==> config.mk <==
export PLATFORM = sky130hd
export DESIGN_NAME = pfgs_mul
export DESIGN_NICKNAME = d
export VERILOG_FILES = /design/src/hdl/pfgs_mul.sv
export SDC_FILE = /design/constraint.sdc
export NUM_CORES = 2
export LEC_CHECK = 0
export BUFFER_PORTS_ARGS = -buffer_cell sky130_fd_sc_hd__buf_2
export CAP_MARGIN = 20
export CELL_PAD_IN_SITES_DETAIL_PLACEMENT = 2
export CELL_PAD_IN_SITES_GLOBAL_PLACEMENT = 2
export CORE_MARGIN = 5
export CORE_UTILIZATION = 42
export CTS_BUF_LIST = sky130_fd_sc_hd__clkbuf_16
export DETAILED_ROUTE_END_ITERATION = 16
export PLACE_DENSITY_LB_ADDON = 0.1
export SLEW_MARGIN = 20
export SYNTH_ARGS = -nofsm -noshare
export SYNTH_HDL_FRONTEND = slang
export SYNTH_SLANG_ARGS = --single-unit
==> constraint.sdc <==
create_clock -name aclk -period 10.4 [get_ports aclk]
set_input_delay 1.04 -clock aclk [delete_from_list [all_inputs] [get_ports aclk]]
set_output_delay 1.04 -clock aclk [all_outputs]
set_load 0.02 [all_outputs]
==> src/hdl/pfgs_mul.sv <==
// shared 32x32 unsigned multiplier with registered product
// uses pfgs_pkg nothing; standalone
module pfgs_mul (
    input  logic        aclk,
    input  logic [31:0] op_a,
    input  logic [31:0] op_b,
    output logic [63:0] prod
);
    logic [63:0] prod_reg;

    always_ff @(posedge aclk) begin
        prod_reg <= op_a * op_b;
    end

    assign prod = prod_reg;
endmodule

==> flow_summary.toml <==
[sta]
min_period_ns = 8.97
hold_viol = 0
slew_headroom_pct = 34.6
fin_setup_tns_ns = 0
maxClockFrequency_mhz = 111
finalSetupViolCount = 0
worstMarginPinSlew_ns = 0.981
rsz0062_at_grt = "false"
period_share_pct = 86.3
final_max_slew_viol_count = 0

[worst_setup_path]
cp_max_fo = 33
worstPathArrival_ns = 9.26
crit_required_ns = 10.69
crit_path_top_delay_cell = "buf_2"
start_kind = "input port"
cp_common_cell = "fa_1"
cp_num_cells = 22
critical_path_class = "in2reg"
endpoint_kind = "register"
critPathTopFamily = "adder cells"
cp_slowest_stage_delay_ns = 0.71
path_buf_inv = 4
path_cells = "buf_2, nand2_1, fa_1, fa_1, inv_1, fa_1, fa_1, fa_1, fa_1, fa_1, inv_1, fa_1, inv_1, ha_1, nand4_1, or4_1, or3_1, a31oi_1, a31o_2, a211oi_1, o21ai_1, xor2_1"

[detailed_routing]
antenna_left = 0
wire_per_inst_um = 25.3
m1WireLength_mm = 46.7
avgViaCountPerCell = 5.30
drcViolationCount = 0
drtIter0Drc = 868
wl_mm = 120
wl_met2_mm = 66.3
wl_met3_mm = 2.63
maxUsedRoutingLayer = "met4"
num_vias = 25200
first_pass_iters = 4

[synth]
yosysMostFrequentCell = "fa_1"
synth.area.top_cells = "fa_1 52%, and2_1 11%, ha_1 9.5%, inv_1 9.4%, nand2_1 5.2%"
synth_edf_count = 0
synth-seq-area-share_pct = 3.69
ys.warnings.count = 0
syn-num-nets = 4972
ys_async_sr_fraction_pct = 0
ys_ff_latch = 64
synth_top_area_share_pct = 51.7
yosys.area.top_type = "fa_1"
syn_area_um2 = 34700
syn_inst = 3748
netlist-cell-type-count = 57
synth_commonest_cells = "896 x fa_1, 865 x inv_1, 602 x and2_1, 480 x nand2_1, 263 x ha_1"
ys.flop_type = "dfxtp_1"
avgSynthCellArea_um2 = 9.25

[die]
fp.dieW_um = 297
io_pins = 129
die_area_um2 = 88400
initial_core_util_pct = 42.3
coreArea_um2 = 82000
rows = 105
die_height_um = 297

[place]
hpwlAfterDp_mm = 97.2
port_buffers = 128
place.gp.congestion = 0.857

[cts]
clock_sinks = 64
clkTransAtPathRegs_ns = 0.06
cts_buffers = 9
htreeDepth = 3
post_cts_resized = 0
cts_root_buf = "clkbuf_16"
cts_tree = "yes"
ctsHoldBuffers = 0
post_cts_buffers = 0
cts_buffer_depth = 2

[global_route]
gr-total-overflow = 0
antenna_found_initial = 5
grt_pass1_wl_mm = 189
grt_max_degree = 33
grt.total_usage_pct = 27.7
grt_pass1_vias = 31600

[finish]
multi_input_area_um2 = 29300
regArea_um2 = 1280
drive_gt1_share_pct = 4.64
fillers = 8909
nets = 4901
syn2layout_area_growth_pct = 4.49
largest_reg_flops = 64

[worst_hold_path]
hp-class = "in2reg"
holdPathStages = 2

[run_status]
outcome = "finished, final reports clean"

[run]
drv_cap = 0
[per-stage QoR]
| step | std cells | instance area (µm²) | utilization [%] | hold WS, ns | worst slack, ns |
|---|---|---|---|---|---|
| after floorplan | 3748 | 34700 | - | 1.17 | 2.61 |
| after global placement | 4736 | 35900 | 43.8 | 1.46 | 1.32 |
| after detailed placement | 4736 | 35900 | 43.8 | 1.46 | 1.10 |
| after CTS | 4752 | 36200 | 44.2 | 1.33 | 1.46 |
| after global routing | 4753 | 36200 | 44.2 | 1.37 | 1.20 |
| final | 4755 | 36200 | 44.2 | 1.36 | 1.43 |
[cells by family after synthesis]
logic type / Yosys count / synth area share [%]
adders and majority gates: 1159 / 61.2
buffers and inverters: 1085 / 11.8
DFF: 64 / 3.69
and+or+nand+nor: 1177 / 17.6
xor gates and xnor gates: 60 / 1.52
AOI/OAI and AO/OA: 202 / 4.15
muxes: 1 / 0.0289
[per-layer routing]
layer,GRT usage (%),vias up
li1,-,10700
met1,32.8,13900
met2,53.3,425
met3,1.98,183
met4,9.09,0
met5,0,-
[worst paths after layout]
path | from | to | slack [ns]
worst max-delay path | op_a[18] | prod[62]$_DFF_P_ | 1.43
worst min-delay path | op_a[0] | prod[0]$_DFF_P_ | 1.36
[cells in the final DEF (no fill, tap or decap), drive strengths merged, types with 25 or more instances in the layout]
master	n
a21o	40
a21oi	66
and2	602
buf	138
dfxtp	64
fa	896
ha	263
inv	867
nand2	480
o21ai	26
xnor2	35
xor2	25
[area by class of cell]
type | instances | share of cell area [%]
Antenna cell | 3 | 0.0207
Clock buffer | 9 | 0.622
Clock inverter | 7 | 0.283
Inverter | 865 | 8.96
Multi-Input combinational cell | 2599 | 80.9
Sequential cell | 64 | 3.54
Tap cell | 1070 | 3.70
Timing Repair Buffer | 138 | 1.98
Power is left out: the tool's default activity adds up to more than one toggle a clock period on the data nets, which glitch-free logic cannot reach.
