**config.mk**
```make
export PLATFORM = sky130hd
export DESIGN_NAME = pfgs_sqrt
export DESIGN_NICKNAME = d
export VERILOG_FILES = /design/src/hdl/pfgs_pkg.sv /design/src/hdl/pfgs_sqrt.sv
export SDC_FILE = /design/constraint.sdc
export NUM_CORES = 1
export LEC_CHECK = 0
export BUFFER_PORTS_ARGS = -buffer_cell sky130_fd_sc_hd__buf_2
export CAP_MARGIN = 20
export CORE_ASPECT_RATIO = 1.2
export CORE_MARGIN = 5
export CORE_UTILIZATION = 45
export DETAILED_ROUTE_END_ITERATION = 8
export GPL_TIMING_DRIVEN = 1
export HOLD_SLACK_MARGIN = 0.05
export SLEW_MARGIN = 25
export SYNTH_ARGS = -nofsm -noshare
export SYNTH_HDL_FRONTEND = slang
export SYNTH_SLANG_ARGS = --single-unit
```
**constraint.sdc**
```tcl
create_clock -name aclk -period 6.55 [get_ports aclk]
set_input_delay 0.3275 -clock aclk [delete_from_list [all_inputs] [get_ports aclk]]
set_output_delay 0.3275 -clock aclk [all_outputs]
set_load 0.01 [all_outputs]
```
**src/hdl/pfgs_pkg.sv**
```systemverilog
// shared types, constants and helpers for the particle friction/gravity step block
// no dependencies
package pfgs_pkg;

    localparam int unsigned DivSteps  = 64;
    localparam int unsigned SqrtSteps = 32;

    localparam logic [31:0] MASS_RESET    = 32'd65536;
    localparam logic [23:0] COEF_RESET    = 24'd0;
    localparam logic [23:0] GRAVITY_RESET = 24'd642253;
    localparam logic [63:0] ZERO_BAND     = 64'd85899346;

    typedef enum logic [1:0] {
        CFG_MASS    = 2'd0,
        CFG_COEF    = 2'd1,
        CFG_GRAVITY = 2'd2,
        CFG_NONE    = 2'd3
    } cfg_index_t;

    typedef enum logic [1:0] {
        FUNC_TICK  = 2'd0,
        FUNC_FORCE = 2'd1,
        FUNC_LOADP = 2'd2,
        FUNC_LOADV = 2'd3
    } func_t;

    typedef enum logic [4:0] {
        ST_IDLE, ST_SQ_MUL, ST_SQ_ACC, ST_SQRT_GO, ST_SQRT_WAIT,
        ST_CG_MUL, ST_CG_HI, ST_DH_MUL, ST_DH_ACC, ST_DL_MUL, ST_DL_ACC,
        ST_FR_MUL, ST_FR_DIV, ST_FR_WAIT, ST_ZB_MUL, ST_ZB_CHK,
        ST_GZ_MUL, ST_GZ_SUB, ST_PM_MUL, ST_PM_ADD, ST_CLAMP,
        ST_F_MUL, ST_F_DIV, ST_F_WAIT, ST_OUT
    } state_t;

    // magnitude of a signed word, most negative value included
    function automatic logic [31:0] abs32(input logic [31:0] v);
        abs32 = v[31] ? (~v + 32'd1) : v;
    endfunction

    // a + q or a - q, clamped to the signed 32-bit range
    function automatic logic [31:0] sat_add(input logic [31:0] a, input logic [63:0] q,
                                            input logic neg);
        logic signed [66:0] s;
        logic signed [66:0] qs;
        qs = $signed({3'b000, q});
        s  = $signed({{35{a[31]}}, a}) + (neg ? -qs : qs);
        if (s > $signed(67'h0_7FFF_FFFF)) begin
            sat_add = 32'h7FFF_FFFF;
        end else if (s < -$signed(67'h0_8000_0000)) begin
            sat_add = 32'h8000_0000;
        end else begin
            sat_add = s[31:0];
        end
    endfunction

endpackage

```
**src/hdl/pfgs_sqrt.sv**
```systemverilog
// integer square root of a 64-bit value, two radicand bits a cycle
// depends on pfgs_pkg
module pfgs_sqrt (
    input  logic        aclk,
    input  logic        aresetn,
    input  logic        start,
    input  logic [63:0] radicand,
    output logic        done,
    output logic [31:0] root
);
    import pfgs_pkg::*;

    logic [63:0] x_reg, x_next;
    logic [32:0] rem_reg, rem_next;
    logic [31:0] root_reg, root_next;
    logic [5:0]  cnt_reg, cnt_next;
    logic        done_reg, done_next;
    logic [34:0] r;
    logic [34:0] trial;

    always_comb begin
        x_next    = x_reg;
        rem_next  = rem_reg;
        root_next = root_reg;
        cnt_next  = cnt_reg;
        done_next = 1'b0;
        r         = {rem_reg, x_reg[63:62]};
        trial     = {1'b0, root_reg, 2'b01};
        if (start) begin
            x_next    = radicand;
            rem_next  = '0;
            root_next = '0;
            cnt_next  = 6'(SqrtSteps);
        end else if (cnt_reg != '0) begin
            if (r >= trial) begin
                rem_next  = 33'(r - trial);
                root_next = {root_reg[30:0], 1'b1};
            end else begin
                rem_next  = r[32:0];
                root_next = {root_reg[30:0], 1'b0};
            end
            x_next    = {x_reg[61:0], 2'b00};
            cnt_next  = cnt_reg - 6'd1;
            done_next = (cnt_reg == 6'd1);
        end
    end

    always_ff @(posedge aclk) begin
        if (!aresetn) begin
            cnt_reg  <= '0;
            done_reg <= 1'b0;
        end else begin
            cnt_reg  <= cnt_next;
            done_reg <= done_next;
        end
        x_reg    <= x_next;
        rem_reg  <= rem_next;
        root_reg <= root_next;
    end

    assign done = done_reg;
    assign root = root_reg;
endmodule

```
==> impl_metrics.json <==
{
  "setup_viol": 0,
  "syn_area_um2": 7570,
  "ys_seq_area_frac": 0.444,
  "grt_pass1_vias": 6218,
  "die-area_um2": 19500,
  "finalNetCount": 958,
  "path_cells": "inv_1, ha_1, a21oi_1, nand2_1, a221o_1, a31o_1, a31oi_4, o21a_1, buf_4, nor4_1, a311o_1",
  "slowest_delay_ps": 520,
  "die_w_um": 128,
  "grt_start_max_net_pins": 79,
  "leakagePower_uw": 0.00350,
  "clkTransAtPathRegs_ps": 70,
  "drt-total-wl_um": 17900,
  "max-slew-margin-rel": 0.309,
  "cts_tree": "done",
  "grt_util_all_layers": 0.185,
  "netlist.area_leader.share": 0.254,
  "drt_iter0_drc": 320,
  "insertion_delay_ps": 430,
  "cts.sinks": 136,
  "place_ws_ps": 3080,
  "power_uw": 4450,
  "syn_avg_cell_area_um2": 9.77,
  "ys_warn_count": 0,
  "dr.pass1.iters": 4,
  "cp.required_ps": 6860,
  "drive_gt1_frac": 0.264,
  "place_inst": 1051,
  "drtAntennaViolNets": 0,
  "start_kind": "flop",
  "synth_cell_type_count": 60,
  "synth-compound-area-share": 0.171,
  "viasPerCell": 5.53,
  "core_area_um2": 16700,
  "synth_top_area_cell": "edfxtp_1",
  "place_area_um2": 8160,
  "largest_reg_flops": 64,
  "cts_buffers": 17,
  "cap_violations": 0,
  "status": "finished clean",
  "synth_top_family_by_area": "compound AO/OA/AOI/OAI gates",
  "worst_pin_slew_ps": 1040,
  "path_max_fanout": 21,
  "wl_per_cell_um": 16.6,
  "p_per_area_nw_per_um2": 510,
  "initial_core_util": 0.453,
  "syn_to_final_growth_pct": 15.3,
  "finalHoldViolCount": 0,
  "slowest_stage": "o21a_1",
  "yosys-top-cells-area": "edfxtp_1 (25%), dfxtp_1 (19%), mux2_2 (9.4%)",
  "fin_crit_ps": 3540,
  "hp-class": "in -> reg",
  "finalCritPeriodShare": 0.541,
  "pin_count": 100,
  "path_delay_family": "compound AO/OA/AOI/OAI gates",
  "grt_pass1_wl_um": 29600,
  "design_area_um2": 8730,
  "critPathKind": "reg -> reg",
  "skew_ps": 8.05,
  "synth_xor_area_frac": 0.0359,
  "fin_ws_ps": 3010,
  "gp_congestion": 0.895,
  "cp-end-kind": "flop",
  "fmax_ghz": 0.282,
  "holdBufCountCts": 0,
  "drcViolationCount": 0,
  "die_h_um": 152,
  "synth_mux_area_frac": 0.0964,
  "vias": 5989,
  "htree_levels": 4,
  "cts_resized": 0,
  "cts_buffer_depth": 2,
  "portBuffers": 99,
  "synth-simple-area-share": 0.141,
  "grt_antenna_before_repair": 2,
  "detailed_place_hpwl_um": 12400,
  "synth_seq_cells": 136,
  "n_antenna_cell": 0,
  "cts_setup_buffers": 0,
  "root_buffer": "clkbuf_16",
  "synth_fp_nets": 879,
  "row_count": 52,
  "synth_edf_count": 64,
  "async_flop_share": 0,
  "critPathBufInv": 2,
  "crit_arrival_ps": 3860,
  "gr-total-overflow": 0,
  "synth_fa_ha_area_frac": 0.0612,
  "drv_slew": 0,
  "synthCells": 775,
  "rsz0062_at_grt": "no",
  "irDropWorstVdd_mv": 0.231,
  "setup_tns_ps": 0,
  "final_cells": 1083,
  "synth_ff_type": "dfxtp_1"
}
## path summary, 6_finish.rpt
kind,start,endpoint,slack (ps),depth (start not counted)
max reg2reg,root[23],rem_reg[0],3010,11
max,root[23],rem_reg[0],3010,11
min reg2reg,rem_reg[31],rem_reg[31],460,2
min,aresetn,cnt_reg[5],160,2
## where the power goes
part | leakage (uW) | internal [uW] | switching [uW]
Combinational | 0.00198 | 849 | 1380
Sequential | 0.00125 | 1190 | 115
Clock | 0.000275 | 500 | 413
Total | 0.00350 | 2540 | 1910
## stage by stage
step | hold WS (ps) | utilization
2_1_floorplan | 436 | -
3_3_place_gp | 450 | 0.488
3_5_place_dp | 460 | 0.488
4_1_cts | 145 | 0.522
5_1_grt | 149 | 0.522
6_report | 164 | 0.522
## layer usage
layer | GRT usage | vias to the layer above | share of wire
li1 | - | 2945 | -
met1 | 0.209 | 2884 | 0.41
met2 | 0.322 | 127 | 0.51
met3 | 0.0583 | 29 | 0.057
met4 | 0.0677 | 4 | 0.019
met5 | 0 | - | 0.0011
## cell type report
| cell class | count | area (um2) |
|---|---|---|
| Timing Repair Buffer | 105 | 543 |
| Fill cell | 1535 | 8000 |
| Sequential cell | 136 | 3360 |
| Inverter | 42 | 158 |
| Multi-Input combinational cell | 552 | 3830 |
| Tap cell | 216 | 270 |
| Clock inverter | 15 | 136 |
| Clock buffer | 17 | 425 |
## logic make-up (layout without fill, tap and decap cells)
group                      after synthesis  after routing
AOI/OAI and AO/OA                      181            181
xor gates and xnor gates                31             31
adders and majority gates               37             37
buffers and inverters                   87            179
DFF                                    136            136
muxes                                   65             65
and+or+nand+nor                        238            238
## layout by cell type, fill, tap and decap left out, types with 9 or more instances in the layout
master     synthesis  final
o22ai_1           10     10
and3_1            16     16
xor2_1            11     11
a31oi_1           17     17
nor2_1            48     48
nand3_1           13     13
a21oi_1           67     67
a211oi_1           9      9
nand2_1          117    115
o21ai_0           14     14
buf_2              6     98
a21o_1            13     13
a311oi_2          15     15
dfxtp_1           72     72
mux2_2            63     63
inv_1             41     41
xnor2_1           20     20
edfxtp_1          64     64
clkbuf_16          0     17
ha_1              37     37
## cell usage after synthesis, types with 2 or more instances
cell,count
a2111oi_0,2
a211oi_1,9
a21o_1,13
a21oi_1,67
a221oi_1,2
a311oi_2,15
a31o_1,2
a31oi_1,17
a41oi_1,2
and2_1,6
and3_1,16
buf_1,2
buf_2,6
buf_6,4
clkbuf_1,32
dfxtp_1,72
edfxtp_1,64
ha_1,37
inv_1,41
mux2_2,63
mux2i_1,2
nand2_1,117
nand2_2,4
nand2b_1,4
nand3_1,13
nand4_1,7
nand4b_1,2
nor2_1,48
nor2b_1,4
nor3_1,3
nor4_1,6
o211ai_1,4
o211ai_2,2
o21a_1,2
o21ai_0,14
o21ai_1,6
o21bai_1,2
o22ai_1,10
o31ai_1,2
or2_2,2
xnor2_1,20
xor2_1,11
(Power assumes the default switching activity.)
