==> src/hdl/pfgs_pkg.sv <==
// shared types, constants and helpers for the particle friction/gravity step block
// no dependencies
package pfgs_pkg;

    localparam int unsigned DivSteps  = 64;
    localparam int unsigned SqrtSteps = 32;

    localparam logic [31:0] MASS_RESET    = 32'd65536;
    localparam logic [23:0] COEF_RESET    = 24'd0;
    localparam logic [23:0] GRAVITY_RESET = 24'd642253;
    localparam logic [63:0] ZERO_BAND     = 64'd85899346;

    typedef enum logic [1:0] {
        CFG_MASS    = 2'd0,
        CFG_COEF    = 2'd1,
        CFG_GRAVITY = 2'd2,
        CFG_NONE    = 2'd3
    } cfg_index_t;

    typedef enum logic [1:0] {
        FUNC_TICK  = 2'd0,
        FUNC_FORCE = 2'd1,
        FUNC_LOADP = 2'd2,
        FUNC_LOADV = 2'd3
    } func_t;

    typedef enum logic [4:0] {
        ST_IDLE, ST_SQ_MUL, ST_SQ_ACC, ST_SQRT_GO, ST_SQRT_WAIT,
        ST_CG_MUL, ST_CG_HI, ST_DH_MUL, ST_DH_ACC, ST_DL_MUL, ST_DL_ACC,
        ST_FR_MUL, ST_FR_DIV, ST_FR_WAIT, ST_ZB_MUL, ST_ZB_CHK,
        ST_GZ_MUL, ST_GZ_SUB, ST_PM_MUL, ST_PM_ADD, ST_CLAMP,
        ST_F_MUL, ST_F_DIV, ST_F_WAIT, ST_OUT
    } state_t;

    // magnitude of a signed word, most negative value included
    function automatic logic [31:0] abs32(input logic [31:0] v);
        abs32 = v[31] ? (~v + 32'd1) : v;
    endfunction

    // a + q or a - q, clamped to the signed 32-bit range
    function automatic logic [31:0] sat_add(input logic [31:0] a, input logic [63:0] q,
                                            input logic neg);
        logic signed [66:0] s;
        logic signed [66:0] qs;
        qs = $signed({3'b000, q});
        s  = $signed({{35{a[31]}}, a}) + (neg ? -qs : qs);
        if (s > $signed(67'h0_7FFF_FFFF)) begin
            sat_add = 32'h7FFF_FFFF;
        end else if (s < -$signed(67'h0_8000_0000)) begin
            sat_add = 32'h8000_0000;
        end else begin
            sat_add = s[31:0];
        end
    endfunction

endpackage

==> src/hdl/pfgs_div.sv <==
// restoring divider, 64-bit dividend by 32-bit divisor, one quotient bit a cycle
// depends on pfgs_pkg
module pfgs_div (
    input  logic        aclk,
    input  logic        aresetn,
    input  logic        start,
    input  logic [63:0] dividend,
    input  logic [31:0] divisor,
    output logic        done,
    output logic [63:0] quotient
);
    import pfgs_pkg::*;

    logic [31:0] rem_reg, rem_next;
    logic [63:0] quo_reg, quo_next;
    logic [31:0] dv_reg, dv_next;
    logic [6:0]  cnt_reg, cnt_next;
    logic        done_reg, done_next;
    logic [32:0] trial;

    always_comb begin
        rem_next  = rem_reg;
        quo_next  = quo_reg;
        dv_next   = dv_reg;
        cnt_next  = cnt_reg;
        done_next = 1'b0;
        trial     = {rem_reg, quo_reg[63]};
        if (start) begin
            rem_next = '0;
            quo_next = dividend;
            dv_next  = divisor;
            cnt_next = 7'(DivSteps);
        end else if (cnt_reg != '0) begin
            if (trial >= {1'b0, dv_reg}) begin
                rem_next = 32'(trial - {1'b0, dv_reg});
                quo_next = {quo_reg[62:0], 1'b1};
            end else begin
                rem_next = trial[31:0];
                quo_next = {quo_reg[62:0], 1'b0};
            end
            cnt_next  = cnt_reg - 7'd1;
            done_next = (cnt_reg == 7'd1);
        end
    end

    always_ff @(posedge aclk) begin
        if (!aresetn) begin
            cnt_reg  <= '0;
            done_reg <= 1'b0;
        end else begin
            cnt_reg  <= cnt_next;
            done_reg <= done_next;
        end
        rem_reg <= rem_next;
        quo_reg <= quo_next;
        dv_reg  <= dv_next;
    end

    assign done     = done_reg;
    assign quotient = quo_reg;
endmodule

==> config.mk <==
export PLATFORM = sky130hd
export DESIGN_NAME = pfgs_div
export DESIGN_NICKNAME = d
export VERILOG_FILES = /design/src/hdl/pfgs_pkg.sv /design/src/hdl/pfgs_div.sv
export SDC_FILE = /design/constraint.sdc
export NUM_CORES = 1
export LEC_CHECK = 0
export ABC_CLOCK_PERIOD_IN_PS = 4900
export CAP_MARGIN = 20
export CORE_MARGIN = 4
export CORE_UTILIZATION = 35
export DETAILED_ROUTE_END_ITERATION = 6
export DONT_BUFFER_PORTS = 1
export GPL_TIMING_DRIVEN = 0
export PLACE_DENSITY = 0.58
export SETUP_SLACK_MARGIN = 0.5
export SYNTH_ARGS = -nofsm -noshare
export SYNTH_HDL_FRONTEND = slang
export SYNTH_SLANG_ARGS = --single-unit
export TNS_END_PERCENT = 10
==> constraint.sdc <==
create_clock -name aclk -period 4.9 [get_ports aclk]
set_input_delay 0.49 -clock aclk [delete_from_list [all_inputs] [get_ports aclk]]
set_output_delay 0.49 -clock aclk [all_outputs]
set_load 0.05 [all_outputs]
==> results.cfg <==
[yosys]
synth-adder-area-share_pct = 6.00
synth_xor_xnor_area_share_pct = 3.07
syn_area_per_cell_sq_um = 11.1
synth_flop_cell = sky130_fd_sc_hd__edfxtp_1
ys_top_cells_by_area = sky130_fd_sc_hd__edfxtp_1 39%, sky130_fd_sc_hd__dfxtp_1 11%, sky130_fd_sc_hd__mux2_2 9.6%
synthDominantCellAreaShare_pct = 38.8
ys_seq_area_share_pct = 49.6
mappedNetlistNets = 800
postSynthRegisterBits = 136
combinational_family_with_the_most_area_after_synthesis = compound AO/OA/AOI/OAI gates
netlist-cell-type-count = 72
synth_area_sq_um = 7420
synth-compound-area-share_pct = 14.8
yosys-top-cells-count = 96 x sky130_fd_sc_hd__edfxtp_1, 63 x sky130_fd_sc_hd__mux2_2, 58 x sky130_fd_sc_hd__nor2_1
yosysWarnings = 0
synthMuxAreaShare_pct = 10.2
synth_enable_flop_cells = 96
synthSimpleGateAreaFrac_pct = 11.0
netlist.top_cell.by_area = sky130_fd_sc_hd__edfxtp_1
synthCells = 666
synth-async-reset-ratio_pct = 0
yosysMostFrequentCell = sky130_fd_sc_hd__edfxtp_1

[routing]
detail_route.wirelength_mm = 18.8
via_count = 5189
avgRoutedWirePerCell_microns = 19.3
dr.pass1.iters = 5
drtIter0Drc = 351
detail_route.vias_per_cell = 5.32
route.antenna.remaining_nets = 0
route.detailed.drc = 0

[floorplanning]
std_cell_rows = 53
core_region_area_sq_um = 21000
ios = 164
die-area_sq_um = 23600
floorplan.die.height_microns = 154
starting_utilization_of_the_core_area_pct = 35.4
die_x_microns = 154

[timing]
timing.max_slew.rel_slack_pct = 51.9
finalWorstPathRequiredPeriod_ps = 3840
slew_of_the_pin_with_the_lowest_slew_margin_ps = 722
setup_viol = 0
grt_setup_unrepaired = no
finalMaxSlewViolations = 0
setup_total_neg_slack_ps = 0
achievable-frequency_mhz = 260
finalCritPeriodShare_pct = 78.3
final.setup_skew_ps = 11.5
report.final.hold_viol_count = 0

[worst_hold_path]
hold_path_class = in2reg

[setup_path]
crit_arrival_ps = 4160
cp_slowest_stage_delay_ps = 720
worstPathBufferInverterCount = 1
worst_path_dominant_cell_family = compound AO/OA/AOI/OAI gates
worst_setup_path_end_kind = flip-flop
critical_path.max_fanout = 6
worstSetupStartpointType = flip-flop
critical-path-slowest-cell = sky130_fd_sc_hd__edfxtp_1
crit_type = reg2reg
crit_path_required_time_ps = 5220
path_cells = inv_1 -> ha_1 -> fa_1 -> nor2b_4 -> o31a_1 -> o31a_4 -> o21ai_2 -> a211o_4 -> a2111oi_1 -> o211a_1 -> mux2_1 -> a32o_1

[final_layout]
final_std_cell_area_no_fill_sq_um = 8400
largest_reg_flops = 64
synthToLayoutAreaGrowth_pct = 13.2
finalNonFillerCells = 975
nNetsFinal = 821
share_of_layout_cells_above_drive_strength_1_pct = 19.6
antenna-diode-count = 0

[clocking]
cts_tree = built
tritoncts.num_buffers = 17
tritoncts_num_sinks = 136
cts_max_path_buffers = 2
cts_hold_buf = 0
clk_root_buffer_cell = sky130_fd_sc_hd__clkbuf_16
ctsResizeCount = 0
cts_htree_levels = 4
post-cts-setup-buffers = 0
skew_pair_late_insertion_delay_ps = 420
clock_transition_at_the_registers_of_the_reported_paths_ps = 70

[grt]
gr-usage-all-layers_pct = 16.0
antenna_found_initial = 2
grt_first_pass_wirelength_mm = 30.0
maximum_number_of_pins_on_one_net_before_global_route_repair = 45
number_of_global_route_vias_before_repair = 5504
grt.overflow.total = 0

[power]
total_leakage_power_nw = 3.38
finalPower_mw = 6.27
vdd_ir_drop_max_uv = 321
power_per_cell_area_nw_per_um2 = 746

[place]
placed_cells = 943
port_buffers = 0
finalWeightedCongestion = 0.847
hpwl_after_dpl_mm = 13.8
placed_area_sq_um = 7800

[run]
drv_cap = 0

[outcome]
outcome = finished, final reports clean
[logic make-up (layout without fill, tap and decap cells)]
group                      count (synthesis)  count (layout)
adders and majority gates                 35              35
AOI/OAI and AO/OA                        155             155
buffers and inverters                     76             110
DFF                                      136             136
xor gates and xnor gates                  26              26
and+or+nand+nor                          170             170
muxes                                     68              68
[layer usage]
| metal | vias up | wire [microns] | track usage [%] |
|---|---|---|---|
| met5 | - | 34 | 0 |
| met4 | 4 | 276 | 4.46 |
| met3 | 24 | 1540 | 6.25 |
| met2 | 190 | 8930 | 25.8 |
| met1 | 2463 | 8060 | 20.1 |
| li1 | 2508 | - | - |
[worst paths after layout]
kind,slack [ps],startpoint,end,cells past startpoint
setup / recovery,1060,quotient[63]$_DFFE_PP_,rem_reg[30]$_SDFFE_PP0P_,12
hold / removal,160,divisor[15],dv_reg[15]$_DFFE_PP_,0
setup reg to reg,1060,quotient[63]$_DFFE_PP_,rem_reg[30]$_SDFFE_PP0P_,12
hold reg to reg,490,rem_reg[1]$_SDFFE_PP0P_,rem_reg[1]$_SDFFE_PP0P_,2
[metrics by stage]
stage,worst slack (ps),hold WS (ps),utilization [%]
floorplan,1440,449,-
global placement,32.8,473,37.1
detailed placement,1090,484,37.2
CTS,1070,138,40.1
global route,851,127,40.1
finish,1060,158,40.1
[power by group]
| group | leakage [nW] | total, mW | switching (mW) | internal (mW) |
|---|---|---|---|---|
| logic | 1.78 | 2.33 | 1.36 | 0.972 |
| clock network | 0.294 | 1.30 | 0.571 | 0.731 |
| registers | 1.30 | 2.63 | 0.950 | 1.68 |
[placed cells by master, fill, tap and decap left out, types with 6 or more instances in the layout]
master                      Yosys  layout
sky130_fd_sc_hd__o31a_1         6       6
sky130_fd_sc_hd__nand3_1       13      13
sky130_fd_sc_hd__xnor2_1       19      19
sky130_fd_sc_hd__nand4_1        6       6
sky130_fd_sc_hd__clkbuf_1      14      14
sky130_fd_sc_hd__clkbuf_16      0      17
sky130_fd_sc_hd__inv_1         43      43
sky130_fd_sc_hd__nand2_1       37      36
sky130_fd_sc_hd__o211ai_1       7       7
sky130_fd_sc_hd__mux2_2        63      63
sky130_fd_sc_hd__dfxtp_1       40      40
sky130_fd_sc_hd__nor3_1        23      23
sky130_fd_sc_hd__edfxtp_1      96      96
sky130_fd_sc_hd__o21ai_0       24      24
sky130_fd_sc_hd__o211a_1        9       9
sky130_fd_sc_hd__a21o_1        10      10
sky130_fd_sc_hd__nor2_1        58      58
sky130_fd_sc_hd__nand2b_1       6       6
sky130_fd_sc_hd__o21a_1         6       6
sky130_fd_sc_hd__a211oi_1      19      19
sky130_fd_sc_hd__ha_1          34      34
sky130_fd_sc_hd__a21oi_1       42      42
sky130_fd_sc_hd__buf_6          6       6
sky130_fd_sc_hd__xor2_1         7       7
[layout make-up]
type                    instances  area (sq um)
plain buffers                  33           225
clock buffers                  17           425
clock inverters                15           179
inverters                      43           161
multi-input cells             454          3360
fillers                      2053         12600
flip-flops and latches        136          3680
well taps                     275           344
repair buffers                  2          27.5
(Power assumes the default switching activity.)
